**config.mk**
```make
export PLATFORM = sky130hd
export DESIGN_NAME = qte_isqrt
export DESIGN_NICKNAME = d
export VERILOG_FILES = /design/src/hw/rtl/qte_isqrt.sv
export SDC_FILE = /design/constraint.sdc
export NUM_CORES = 2
export LEC_CHECK = 0
export CAP_MARGIN = 20
export CORE_ASPECT_RATIO = 0.75
export CORE_UTILIZATION = 54
export DETAILED_ROUTE_END_ITERATION = 12
export DONT_BUFFER_PORTS = 1
export PLACE_DENSITY = 0.79
export SYNTH_ARGS = -nofsm -noshare
export SYNTH_HDL_FRONTEND = slang
export SYNTH_SLANG_ARGS = --single-unit
export TNS_END_PERCENT = 20
```
**constraint.sdc**
```tcl
create_clock -name i_clk -period 11.51 [get_ports i_clk]
set_input_delay 1.7265 -clock i_clk [delete_from_list [all_inputs] [get_ports i_clk]]
set_output_delay 1.7265 -clock i_clk [all_outputs]
set_load 0.01 [all_outputs]
```
**src/hw/rtl/qte_isqrt.sv**
```systemverilog
// Pipelined integer square root, two result bits per register stage (one in the last).
// Computes floor(sqrt(i_n)) of the 58-bit input. No dependencies.
module qte_isqrt (
    input  logic              i_clk,
    input  logic              i_en,
    input  logic [57:0]       i_n,
    output logic [28:0]       o_root
);
    localparam int B = 29;

    // stage boundaries; a register after every second bit and after the last
    logic [B:0][57:0] stg_n;
    logic [B:0][57:0] stg_res;

    assign stg_n[0]   = i_n;
    assign stg_res[0] = '0;

    for (genvar g = 0; g < B; g++) begin : g_bit
        localparam logic [57:0] BIT = 58'd1 << (2 * (B - 1 - g));
        logic [57:0] n_n, n_res;
        always_comb begin
            if (stg_n[g] >= stg_res[g] + BIT) begin
                n_n   = stg_n[g] - (stg_res[g] + BIT);
                n_res = (stg_res[g] >> 1) + BIT;
            end else begin
                n_n   = stg_n[g];
                n_res = stg_res[g] >> 1;
            end
        end
        if ((g % 2 == 1) || (g == B - 1)) begin : g_reg
            logic [57:0] r_n, r_res;
            always_ff @(posedge i_clk) begin
                if (i_en) begin
                    r_n   <= n_n;
                    r_res <= n_res;
                end
            end
            assign stg_n[g+1]   = r_n;
            assign stg_res[g+1] = r_res;
        end else begin : g_cmb
            assign stg_n[g+1]   = n_n;
            assign stg_res[g+1] = n_res;
        end
    end

    assign o_root = stg_res[B][28:0];
endmodule

```
==> run metrics <==
remaining global-route overflow 0; status finished clean; Final setup viols 0; Die Wd 418 um; Leak 29.0 nW; period utilisation layout 70.2%; global-route wire length before repair 292,000 um; Critical Path AT 8550 ps; Synth Area per Inst 9.96 um^2; WL/cell 21.5 um; Syn. warnings 0; Endpoint, Worst Hold g_bit[21].g_reg.r_n[13]$_DFFE_PP_; Num CTS Buffers 102; syn nets 7,578; gpl congestion 1.01; Netlist cell types 112; Synth Cell Area 70,100 um^2; total wire length 189,000 um; Core Rows 114; area fraction in and, or, nand and nor cells after synthesis 17.9%; largest net degree at the start of global routing 282; Worst R2R Start g_bit[25].g_reg.r_n[34]$_DFFE_PP_; worst slew pin tran 1210 ps; Max FO, Critical Path 53; DRC viols 0; mux share of post-synthesis cell area 1.33%; largest family of logic cells by synthesized area simple AND/OR/NAND/NOR gates; initial detailed-routing violation count 6,654; post-DP HPWL 145,000 um; Compound-Gate Fraction of Synth Area 15.4%; Post-DP Area 71,900 um^2; Slowest cell on crit path a2111oi_4; clk_lat worst skew 760 ps; layout filler cell count 10,700; Chip Height 314 um; Post-synth EDFFs 1,051; DRT antenna net count 0; Critical Path RT 11,980 ps; All-Layer GR Usage 28.1%; clk sink count 1,051; drt pass-1 iters 8; pins over their slew limit 0; worst hold path cell count 0; critical path, cell by cell nor4_2, nand4_1, and4b_1, nor4_4, a21bo_1, buf_4, inv_4, nor2_1, nor2_1, ha_1, nand3_1, nor3_1, a211o_1, a21oi_1, o21ai_0, a21oi_1, o31ai_1, a31oi_1, o21ai_0, a2111oi_4, or4b_1, xor2_1; share of cells above drive strength 1 5.53%; Layout Nets 7,522; clock skew 55.1 ps; Hold Path Class register to register; CP endpoint kind register; Synth Instances 7,042; Post-CTS Setup Repair Bufs 0; Max-slew headroom 19.6%; async set-reset flop share out of synthesis 0%; Worst setup startpoint g_bit[25].g_reg.r_n[34]$_DFFE_PP_; Yosys reg bits 1,051; Hold Fails Final Rpt 0; min cycle time layout 8080 ps; CTS resizes 0; max_cap viols 0; design area 75,400 um^2; Peak Freq 124 MHz; PortBufs 0; top_reg_cell synth edfxtp_1; initial antenna violation count 3; Worst setup SP type register; worst vdd ir 181 uV; xor/xnor share of the synthesized area 8.60%; FF-to-FF End g_bit[27].g_reg.r_n[53]$_DFFE_PP_; Hold Path Origin g_bit[19].g_reg.r_n[13]$_DFFE_PP_; register area share after synthesis 45.0%; Starting Density 54.5%; CTS root buf clkbuf_16; H-tree depth 3; CTS tree built; Layout Area Growth over Synthesis 7.55%; RSZ-0062 raised after global routing no; Std-Cell Core Area 129,000 um^2; CTS clock-pin slew for the worst setup and hold paths 70 ps; most frequent cells in the layout edfxtp_1, nand2_1, nor2_1; Die Area 131,000 um^2; vias in the first global route 51,600; r2r setup slk 3430 ps; Max Root-Sink Buffers 3; DR vias 55,500; pwr dens 230 nW/um^2; crit-path max cell delay 970 ps; num ports 89; via/cell ratio 6.30; R2R cell count 22; Crit Path Class register to register; commonest non-fill, non-tap cell in the layout edfxtp_1; adder-cell share of the synthesized area 8.49%; cts-stage hold buffer count 0; Setup TNS Final 0 ps
## synthesized netlist by cell type, types with 162 or more instances
library cell	count	share of area, %
nor4_1	205	1.8
ha_1	476	8.5
a21oi_1	523	3.7
xor2_1	275	3.4
nand2_1	606	3.2
xnor2_1	414	5.2
nand3_1	162	1.2
nor3_1	177	1.3
nor2_1	604	3.2
o21ai_0	357	2.5
edfxtp_1	1051	45
inv_1	400	2.1
a21o_1	180	1.9
## registers in the layout (all words and copies together), names as in the netlist
register / flops
g_bit.g_reg.r_n: 812
g_bit.g_reg.r_res: 239
## cell type report
class	count	area [um^2]	area share, %
Multi-Input combinational cell	5388	36300	48.1
Sequential cell	1051	31600	41.8
Clock buffer	116	2610	3.45
Tap cell	1740	2180	2.89
Inverter	406	1530	2.02
Clock inverter	75	923	1.22
Timing Repair Buffer	37	375	0.498
Antenna cell	1	2.50	0.00332
## per-layer routing
metal,GRT usage [%],up-vias,share of wire (%)
met2,42.7,2426,44
met1,41.7,26700,46
met4,6.31,2,2.2
met5,0,-,0.029
li1,-,26100,-
met3,4.95,289,8.5
## stage by stage
step                hold WS (ps)  std cells  util [%]  total power, mW  setup WS, ps
finish                       432       8814      58.6             17.3          3430
global route                 435       8813      58.6             18.3          3060
CTS                          432       8811      58.5             17.2          3800
detailed placement           433       8620      55.8             13.6          3870
global placement             422       8620      55.8             13.4          3930
floorplan                    417       7042         -             11.6          4980
## kinds of logic (layout without fill, tap and decap cells)
kind of cell / count (synthesis) / in the layout
multiplexers: 82 / 82
AO/OA/AOI/OAI: 1676 / 1676
other: 0 / 1
buffers and inverters: 603 / 634
AND/OR/NAND/NOR: 2465 / 2465
adder cells (fa/ha/maj): 476 / 476
flip-flops: 1051 / 1051
XOR/XNOR: 689 / 689
## where the power goes
group / switching (mW) / total (mW) / internal, mW / leakage, nW
Sequential: 0.622 / 5.85 / 5.22 / 10.1
Combinational: 4.77 / 7.94 / 3.17 / 17.2
Clock: 1.57 / 3.54 / 1.97 / 1.70
## critical path: cells and delay by family, from the launching register on
family                   cells  cell delay (ps)
AO/OA/AOI/OAI                9             3200
AND/OR/NAND/NOR              9             2760
flip-flops                   1              520
buffers and inverters        2              810
XOR/XNOR                     1              160
adder cells (fa/ha/maj)      1              330
## worst max-delay path by stage
stage / endpoint / slack [ps] / cells past startpoint
floorplan: g_bit[27].g_reg.r_n[53]$_DFFE_PP_ / 4980 / 25
global placement: g_bit[19].g_reg.r_n[51]$_DFFE_PP_ / 3930 / 22
detailed placement: g_bit[19].g_reg.r_n[51]$_DFFE_PP_ / 3870 / 23
CTS: g_bit[27].g_reg.r_n[53]$_DFFE_PP_ / 3800 / 22
global route: g_bit[27].g_reg.r_n[53]$_DFFE_PP_ / 3060 / 22
finish: g_bit[27].g_reg.r_n[53]$_DFFE_PP_ / 3430 / 22
Note: power is estimated with default switching activity, not from simulation.
